$ cat src/design/taylor_sine_cosine_core_defines.svh
// Assertion macros used by the Taylor sine and cosine core top level.
`ifndef TAYLOR_SINE_COSINE_CORE_DEFINES_SVH
`define TAYLOR_SINE_COSINE_CORE_DEFINES_SVH

// The consequent must hold in the same cycle as the antecedent.
`define TSC_ASSERT_NOW(name, ante, cons) \
    name: assert property (@(posedge aclk) disable iff (!aresetn) (ante) |-> (cons)) \
        else $error("Assertion failed.");

// The consequent must hold in the cycle after the antecedent.
`define TSC_ASSERT_NEXT(name, ante, cons) \
    name: assert property (@(posedge aclk) disable iff (!aresetn) (ante) |=> (cons)) \
        else $error("Assertion failed.");

`endif

$ cat src/design/tsc_pkg.sv
// Package with the widths, sequencer states and divisor function of the sine and cosine core.
package tsc_pkg;

    localparam int MAX_TERMS  = 16;
    localparam int ITER_W     = $clog2(MAX_TERMS);

    localparam int FRAC_W     = 30;
    localparam int ANGLE_W    = 31;
    localparam int VALUE_W    = 31;
    localparam int TERMS_W    = 5;
    localparam int CNT_W      = (ITER_W + 1 > TERMS_W) ? ITER_W + 1 : TERMS_W;

    localparam int MAG_W      = 32;
    localparam int X2_W       = 32;
    localparam int MUL_A_W    = 32;
    localparam int MUL_B_W    = 16;
    localparam int MUL_P_W    = MUL_A_W + MUL_B_W;
    localparam int ACC_W      = 64;
    localparam int PROD_W     = 33;
    localparam int SUM_W      = MAG_W + ITER_W + 1;

    localparam int DIV_W      = $clog2((2 * MAX_TERMS) * (2 * MAX_TERMS + 1) + 1);
    localparam int REM_W      = DIV_W + 1;
    localparam int DIGIT_BITS = 8;
    localparam int DIV_STEPS  = (PROD_W + DIGIT_BITS - 1) / DIGIT_BITS;
    localparam int DIV_BITS   = DIV_STEPS * DIGIT_BITS;
    localparam int STEP_W     = $clog2(DIV_STEPS);

    localparam int S_TDATA_W  = ((ANGLE_W + 7) / 8) * 8;
    localparam int M_TDATA_W  = ((VALUE_W + TERMS_W + 7) / 8) * 8;

    localparam logic [VALUE_W-1:0] ONE_Q30 = VALUE_W'(1) << FRAC_W;

    typedef enum logic [2:0] {
        ST_IDLE,
        ST_SQ_LO,
        ST_SQ_HI,
        ST_X2,
        ST_TERM,
        ST_MUL_HI,
        ST_DIV,
        ST_FIN
    } state_t;

    // Divisor that turns the current term into the next one.
    function automatic logic [DIV_W-1:0] divisor_for(input logic [ITER_W-1:0] iter,
                                                     input logic want_cos);
        int n;
        int d;
        n = 2 * int'(iter) + 1;
        d = want_cos ? n * (n + 1) : (n + 1) * (n + 2);
        return DIV_W'(d);
    endfunction

endpackage

$ cat src/design/taylor_sine_cosine_core.sv
// Top level of the fixed-point Taylor series sine and cosine core.
//
// A request arrives on the s_ channel: s_tdata[30:0] holds the angle in unsigned
// Q1.30 radians and s_tuser[0] selects sine (0) or cosine (1). The result leaves on
// the m_ channel: m_tdata[30:0] holds the value in Q1.30, clamped to zero through one,
// and m_tdata[35:31] holds the iteration count, which is the number of terms added
// plus one.
// One request is worked on at a time and s_tready is high only while the core is idle.
// The angle is squared in the states ST_SQ_LO, ST_SQ_HI and ST_X2. Each series term then uses
// the shared 32 by 16 bit multiplier in ST_TERM and ST_MUL_HI and the divider in ST_DIV,
// which retires eight quotient bits a cycle.
// The result sits in an output register, so a new request is accepted while it waits.
// If the receiver still stalls when the next result is ready, the core holds that
// result and stays busy until the register is free.
// Reset clears the sequencer and the output valid and drops any request in progress;
// s_tready stays low while reset is held, so no request is taken during it.
`include "taylor_sine_cosine_core_defines.svh"

module taylor_sine_cosine_core (
    input  logic                           aclk,
    input  logic                           aresetn,
    input  logic                           s_tvalid,
    output logic                           s_tready,
    input  logic [tsc_pkg::S_TDATA_W-1:0]  s_tdata,   // angle, then zero padding
    input  logic [0:0]                     s_tuser,   // req_type
    output logic                           m_tvalid,
    input  logic                           m_tready,
    output logic [tsc_pkg::M_TDATA_W-1:0]  m_tdata    // value, terms_used, zero padding
);
    import tsc_pkg::*;

    state_t                   state_reg, state_next;
    logic                     m_tvalid_reg, m_tvalid_next;

    logic [ANGLE_W-1:0]       x_reg, x_next;
    logic                     want_cos_reg, want_cos_next;
    logic [X2_W-1:0]          x2_reg, x2_next;
    logic [MAG_W-1:0]         mag_reg, mag_next;
    logic                     neg_reg, neg_next;
    logic signed [SUM_W-1:0]  sum_reg, sum_next;
    logic [ITER_W-1:0]        iter_reg, iter_next;
    logic [ACC_W-1:0]         acc_reg, acc_next;
    logic [VALUE_W-1:0]       value_reg, value_next;
    logic [TERMS_W-1:0]       terms_reg, terms_next;

    logic                     in_accept;
    logic                     out_free;
    logic                     is_last;
    logic                     div_start;
    logic                     div_done;
    logic [MAG_W-1:0]         div_quotient;
    logic [MUL_A_W-1:0]       mul_a;
    logic [MUL_B_W-1:0]       mul_b;
    logic [MUL_P_W-1:0]       mul_p;
    logic [ACC_W-1:0]         acc_hi_sum;
    logic signed [SUM_W-1:0]  mag_ext;
    logic [CNT_W-1:0]         count;

    assign in_accept  = s_tvalid && s_tready;
    assign out_free   = !m_tvalid_reg || m_tready;
    assign is_last    = (mag_reg == '0) || (iter_reg == ITER_W'(MAX_TERMS - 1));
    assign mul_p      = MUL_P_W'(mul_a) * MUL_P_W'(mul_b);
    assign acc_hi_sum = acc_reg + (ACC_W'(mul_p) << MUL_B_W);
    assign mag_ext    = $signed({{(SUM_W - MAG_W){1'b0}}, mag_reg});
    assign count      = CNT_W'(iter_reg) + CNT_W'(2);

    tsc_divider u_divider (
        .aclk     (aclk),
        .aresetn  (aresetn),
        .start    (div_start),
        .dividend (acc_hi_sum[FRAC_W +: PROD_W]),
        .divisor  (divisor_for(iter_reg, want_cos_reg)),
        .done     (div_done),
        .quotient (div_quotient)
    );

    always_comb begin
        state_next = state_reg;
        unique case (state_reg)
            ST_IDLE:   if (s_tvalid) state_next = ST_SQ_LO;
            ST_SQ_LO:  state_next = ST_SQ_HI;
            ST_SQ_HI:  state_next = ST_X2;
            ST_X2:     state_next = ST_TERM;
            ST_TERM:   state_next = is_last ? ST_FIN : ST_MUL_HI;
            ST_MUL_HI: state_next = ST_DIV;
            ST_DIV:    if (div_done) state_next = ST_TERM;
            ST_FIN:    if (out_free) state_next = ST_IDLE;
            default:   state_next = ST_IDLE;
        endcase
    end

    always_comb begin
        s_tready  = 1'b0;
        div_start = 1'b0;
        mul_a     = '0;
        mul_b     = '0;
        unique case (state_reg) inside
            ST_IDLE:   s_tready = aresetn;
            ST_SQ_LO: begin
                mul_a = MUL_A_W'(x_reg);
                mul_b = x_reg[MUL_B_W-1:0];
            end
            ST_SQ_HI: begin
                mul_a = MUL_A_W'(x_reg);
                mul_b = MUL_B_W'(x_reg[ANGLE_W-1:MUL_B_W]);
            end
            ST_TERM: begin
                mul_a = mag_reg;
                mul_b = x2_reg[MUL_B_W-1:0];
            end
            ST_MUL_HI: begin
                mul_a     = mag_reg;
                mul_b     = x2_reg[X2_W-1:MUL_B_W];
                div_start = 1'b1;
            end
            ST_X2, ST_DIV, ST_FIN: ;
            default: ;
        endcase
    end

    always_comb begin
        x_next        = x_reg;
        want_cos_next = want_cos_reg;
        x2_next       = x2_reg;
        mag_next      = mag_reg;
        neg_next      = neg_reg;
        sum_next      = sum_reg;
        iter_next     = iter_reg;
        acc_next      = acc_reg;
        value_next    = value_reg;
        terms_next    = terms_reg;
        m_tvalid_next = m_tready ? 1'b0 : m_tvalid_reg;

        if (in_accept) begin
            x_next        = s_tdata[ANGLE_W-1:0];
            want_cos_next = s_tuser[0];
            mag_next      = s_tuser[0] ? MAG_W'(ONE_Q30) : MAG_W'(s_tdata[ANGLE_W-1:0]);
            neg_next      = 1'b0;
            sum_next      = '0;
            iter_next     = '0;
        end

        case (state_reg) inside
            ST_SQ_LO, ST_TERM:  acc_next = ACC_W'(mul_p);
            ST_SQ_HI, ST_MUL_HI: acc_next = acc_hi_sum;
            default: ;
        endcase

        if (state_reg == ST_X2) begin
            x2_next = acc_reg[FRAC_W +: X2_W];
        end

        if (state_reg == ST_TERM) begin
            sum_next = neg_reg ? sum_reg - mag_ext : sum_reg + mag_ext;
        end

        if (state_reg == ST_DIV && div_done) begin
            mag_next  = div_quotient;
            neg_next  = !neg_reg;
            iter_next = iter_reg + ITER_W'(1);
        end

        if (state_reg == ST_FIN && out_free) begin
            m_tvalid_next = 1'b1;
            terms_next    = count[TERMS_W-1:0];
            if (sum_reg[SUM_W-1]) begin
                value_next = '0;
            end else if ($unsigned(sum_reg) > SUM_W'(ONE_Q30)) begin
                value_next = ONE_Q30;
            end else begin
                value_next = sum_reg[VALUE_W-1:0];
            end
        end
    end

    always_ff @(posedge aclk) begin
        if (!aresetn) begin
            state_reg    <= ST_IDLE;
            m_tvalid_reg <= 1'b0;
        end else begin
            state_reg    <= state_next;
            m_tvalid_reg <= m_tvalid_next;
        end
    end

    always_ff @(posedge aclk) begin
        x_reg        <= x_next;
        want_cos_reg <= want_cos_next;
        x2_reg       <= x2_next;
        mag_reg      <= mag_next;
        neg_reg      <= neg_next;
        sum_reg      <= sum_next;
        iter_reg     <= iter_next;
        acc_reg      <= acc_next;
        value_reg    <= value_next;
        terms_reg    <= terms_next;
    end

    assign m_tvalid = m_tvalid_reg;
    assign m_tdata  = {{(M_TDATA_W - VALUE_W - TERMS_W){1'b0}}, terms_reg, value_reg};

    `TSC_ASSERT_NEXT(a_accept_starts_square, in_accept, state_reg == ST_SQ_LO)
    `TSC_ASSERT_NOW(a_div_done_only_in_div, div_done, state_reg == ST_DIV)
    `TSC_ASSERT_NOW(a_no_term_past_limit, state_reg == ST_MUL_HI,
                    iter_reg != ITER_W'(MAX_TERMS - 1))
    `TSC_ASSERT_NOW(a_value_clamped, m_tvalid_reg, value_reg <= ONE_Q30)

endmodule

$ cat src/design/tsc_divider.sv
// Multi-cycle unsigned divider of the term product by a small divisor, one digit a cycle.
module tsc_divider (
    input  logic                        aclk,
    input  logic                        aresetn,
    input  logic                        start,
    input  logic [tsc_pkg::PROD_W-1:0]  dividend,
    input  logic [tsc_pkg::DIV_W-1:0]   divisor,
    output logic                        done,
    output logic [tsc_pkg::MAG_W-1:0]   quotient
);
    import tsc_pkg::*;

    logic                busy_reg, busy_next;
    logic                done_reg, done_next;
    logic [STEP_W-1:0]   step_reg, step_next;
    logic [DIV_BITS-1:0] quo_reg;
    logic [DIV_W-1:0]    rem_reg;
    logic [DIV_W-1:0]    dvs_reg;

    logic [DIV_BITS-1:0] quo_work;
    logic [DIV_W-1:0]    rem_work;
    logic [REM_W-1:0]    rem_wide;

    always_comb begin
        rem_work = rem_reg;
        quo_work = quo_reg;
        rem_wide = '0;
        for (int j = 0; j < DIGIT_BITS; j++) begin
            rem_wide = {rem_work, quo_work[DIV_BITS-1]};
            quo_work = {quo_work[DIV_BITS-2:0], 1'b0};
            if (rem_wide >= {1'b0, dvs_reg}) begin
                rem_wide    = rem_wide - {1'b0, dvs_reg};
                quo_work[0] = 1'b1;
            end
            rem_work = rem_wide[DIV_W-1:0];
        end
    end

    always_comb begin
        busy_next = busy_reg;
        done_next = 1'b0;
        step_next = step_reg;
        if (start) begin
            busy_next = 1'b1;
            step_next = '0;
        end else if (busy_reg) begin
            step_next = step_reg + STEP_W'(1);
            if (step_reg == STEP_W'(DIV_STEPS - 1)) begin
                busy_next = 1'b0;
                done_next = 1'b1;
            end
        end
    end

    always_ff @(posedge aclk) begin
        if (!aresetn) begin
            busy_reg <= 1'b0;
            done_reg <= 1'b0;
            step_reg <= '0;
        end else begin
            busy_reg <= busy_next;
            done_reg <= done_next;
            step_reg <= step_next;
        end
    end

    always_ff @(posedge aclk) begin
        if (start) begin
            quo_reg <= DIV_BITS'(dividend);
            rem_reg <= '0;
            dvs_reg <= divisor;
        end else if (busy_reg) begin
            quo_reg <= quo_work;
            rem_reg <= rem_work;
        end
    end

    assign done     = done_reg;
    assign quotient = quo_reg[MAG_W-1:0];

endmodule
$ cat config.mk
export PLATFORM = sky130hd
export DESIGN_NAME = taylor_sine_cosine_core
export DESIGN_NICKNAME = d
export VERILOG_FILES = /design/src/design/tsc_pkg.sv /design/src/design/taylor_sine_cosine_core.sv /design/src/design/tsc_divider.sv
export VERILOG_INCLUDE_DIRS = /design/src /design/src/design
export SDC_FILE = /design/constraint.sdc
export NUM_CORES = 2
export LEC_CHECK = 0
export ABC_AREA = 0
export BUFFER_PORTS_ARGS = -buffer_cell sky130_fd_sc_hd__buf_2
export CORE_MARGIN = 1.5
export CORE_UTILIZATION = 60
export CTS_CLUSTER_DIAMETER = 80
export DETAILED_ROUTE_END_ITERATION = 8
export HOLD_SLACK_MARGIN = 0.06
export PLACE_DENSITY = 0.77
export SETUP_SLACK_MARGIN = 0.05
export SYNTH_ARGS = -nofsm -noshare
export SYNTH_HDL_FRONTEND = slang
export SYNTH_HIERARCHICAL = 1
export SYNTH_SLANG_ARGS = --single-unit
export TNS_END_PERCENT = 100
$ cat constraint.sdc
create_clock -name aclk -period 20.9 [get_ports aclk]
set_input_delay 6.27 -clock aclk [delete_from_list [all_inputs] [get_ports aclk]]
set_output_delay 6.27 -clock aclk [all_outputs]
set_load 0.02 [all_outputs]
==> reports/metrics.yaml <==
clocking:
  clk_transition_reported_paths_ns: 0.06
  cts_made_buffers: 35
  ctsHoldBuffers: 0
  htree_levels: 2
  cts_tree: "done"
  clock_path_buffers: 3
  root_buffer: "clkbuf_16"
  clock_latency_ns: 0.55
  clock-sinks: 292
synth:
  syn_area_um2: 39400
  synth_cell_types: 105
  synth.area.top_cells: "fa_1 (22%), edfxtp_1 (19%), ha_1 (11%), nand2_1 (5.8%), inv_1 (5.8%)"
  syn_avg_cell_area_um2: 8.97
  synth_edf_count: 250
  yosysMostFrequentCell: "nand2_1"
  synth_area_leader_cell: "fa_1"
  async_reset_ff_share_pct: 0
  yosysWarnings: 6
  synth_top_area_share_pct: 22.4
  syn_inst: 4393
  netlist_top_cells_count: "nand2_1 (612), inv_1 (604), fa_1 (441), nor2_1 (388), ha_1 (332)"
  synth_flop_cell: "edfxtp_1"
  ys_seq_area_share_pct: 21.2
  synth-seq-cells: 292
drt:
  antenna_left: 0
  drc: 0
  post_drt_wl_per_cell_um: 21.9
  drt-vias-per-instance: 6.13
  routed_wl_mm: 115
  drtIter0Drc: 3429
  drt_first_pass_iters: 9
  vias: 32100
die:
  die_area_um2: 67200
  ios: 79
  rows: 93
  floorplan.initialDensity_pct: 60.9
  core_um2: 64700
  die_w_um: 259
  die_h_um: 259
setup_path:
  path_class: "reg2reg"
  r2r.worst_path.cells: 79
  worstReg2RegEnd: "u_divider/rem_reg[0]"
  crit_path_start: "u_divider/dvs_reg[7]"
  r2r-start: "u_divider/dvs_reg[7]"
  cpMaxStageDelayCell: "or3_4"
  cp.required_ns: 21.33
  path_common_cell: "o21ai_0"
  crit_arrival_ns: 19.91
  rrSetupSlack_ns: 1.42
  path_max_fanout: 17
  critical-path-max-stage-delay_ns: 0.52
  end_kind: "flop"
  startpoint_type: "flop"
finish:
  drive_gt1_share_pct: 8.23
  largest_reg_flops: 47
  fin_nets: 5170
  final_cells: 5242
  stdcell_area_um2: 41700
  syn_to_final_growth_pct: 5.73
timing:
  worst_pin_slew_ns: 1.40
  rsz0062_at_grt: "false"
  slew_headroom_pct: 6.35
  hold_violations: 0
  whs_ns: 0.469
  fin_tns_setup_ns: 0
  period_share_pct: 93.2
  fmax_mhz: 51.3
  fin_skew_ns: 0.0258
  setup_violations: 0
  drv_slew: 0
  fin_crit_ns: 19.48
grt:
  grt_pass1_wl_mm: 180
  grt-ovfl-total: 0
  grt_util_all_layers_pct: 34.7
  antenna_found_initial: 3
  grt_pass1_vias: 31700
  grt_max_degree: 72
placement:
  dp.cells: 5174
  dp_hpwl_mm: 89.9
  port_buffers: 73
  placed_area_um2: 40400
  gp_congestion: 0.992
hold_path:
  holdCritPathClass: "reg2reg"
  worstHoldEndpoint: "x2_reg[1]"
  whs_path_depth: 0
  hp-start: "acc_reg[31]"
run:
  max-cap-violations: 0
status:
  status: "complete, no violations"
[repair_timing]
| item | CTS | global route |
|---|---|---|
| setup buffers | 0 | 3 |
| setup endpoints to repair | 0 | 12 |
| resized for setup | 0 | 20 |
[critical path: cells and delay by family, from the launching register on]
kind,cells,cell delay (ns)
AND/OR/NAND/NOR,16,3.43
multiplexers,7,2.23
adder cells (fa/ha/maj),8,2.87
flip-flops,1,0.39
buffers and inverters,4,0.92
AO/OA/AOI/OAI,44,9.46
[how the worst max path moves through the flow]
stage	to	slack [ns]
floorplan	u_divider/quo_reg[0]	2.92
global placement	u_divider/rem_reg[0]	0.80
detailed placement	u_divider/rem_reg[0]	0.65
CTS	u_divider/rem_reg[0]	0.43
global route	u_divider/rem_reg[0]	0.06
finish	u_divider/rem_reg[0]	1.42
[metrics by stage]
| step | util, % | setup WS [ns] |
|---|---|---|
| floorplan | - | 2.92 |
| global placement | 62.5 | 0.803 |
| detailed placement | 62.5 | 0.650 |
| CTS | 64.2 | 0.425 |
| global route | 64.4 | 0.0568 |
| finish | 64.4 | 1.42 |
[layout by cell type, fill, tap and decap left out, types with 41 or more instances in the layout]
| master | Yosys | final |
|---|---|---|
| a21o_1 | 112 | 112 |
| a21oi_1 | 178 | 177 |
| a22o_1 | 41 | 41 |
| and2_1 | 60 | 59 |
| buf_2 | 7 | 73 |
| buf_4 | 37 | 62 |
| dfxtp_1 | 42 | 41 |
| edfxtp_1 | 250 | 250 |
| fa_1 | 441 | 441 |
| ha_1 | 332 | 331 |
| inv_1 | 604 | 601 |
| mux2_2 | 89 | 89 |
| nand2_1 | 612 | 610 |
| nand4_1 | 44 | 44 |
| nor2_1 | 388 | 384 |
| nor2b_1 | 46 | 45 |
| nor3_1 | 49 | 49 |
| o21ai_0 | 126 | 117 |
| xnor2_1 | 152 | 152 |
| xor2_1 | 65 | 65 |
[per-layer routing]
layer,up-vias,GRT usage [%],wire (um)
met5,-,0,12
met4,2,13.2,5020
met3,315,8.48,13600
met1,15600,48.6,46800
li1,14500,-,-
met2,1713,52.3,49300
[cells by family after synthesis]
kind of cell	after synthesis	synth area share, %
flops	292	21.2
compound gates	771	13.4
xor+xnor	217	4.82
fa+ha+maj	773	32.9
other cells	1	0.00952
mux	124	3.48
buf+inv	815	8.18
simple gates	1400	16.0
[area by class of cell]
| type | instances | area, um2 |
|---|---|---|
| diodes | 2 | 5.00 |
| clock buffers | 45 | 1020 |
| clock inverters | 17 | 118 |
| fillers | 5362 | 23000 |
| inverters | 605 | 2280 |
| multi-input cells | 3291 | 28000 |
| flip-flops and latches | 292 | 8350 |
| well taps | 855 | 1070 |
| repair buffers | 135 | 831 |
Power is left out: the tool's default activity adds up to more than one toggle a clock period on the data nets, which glitch-free logic cannot reach.
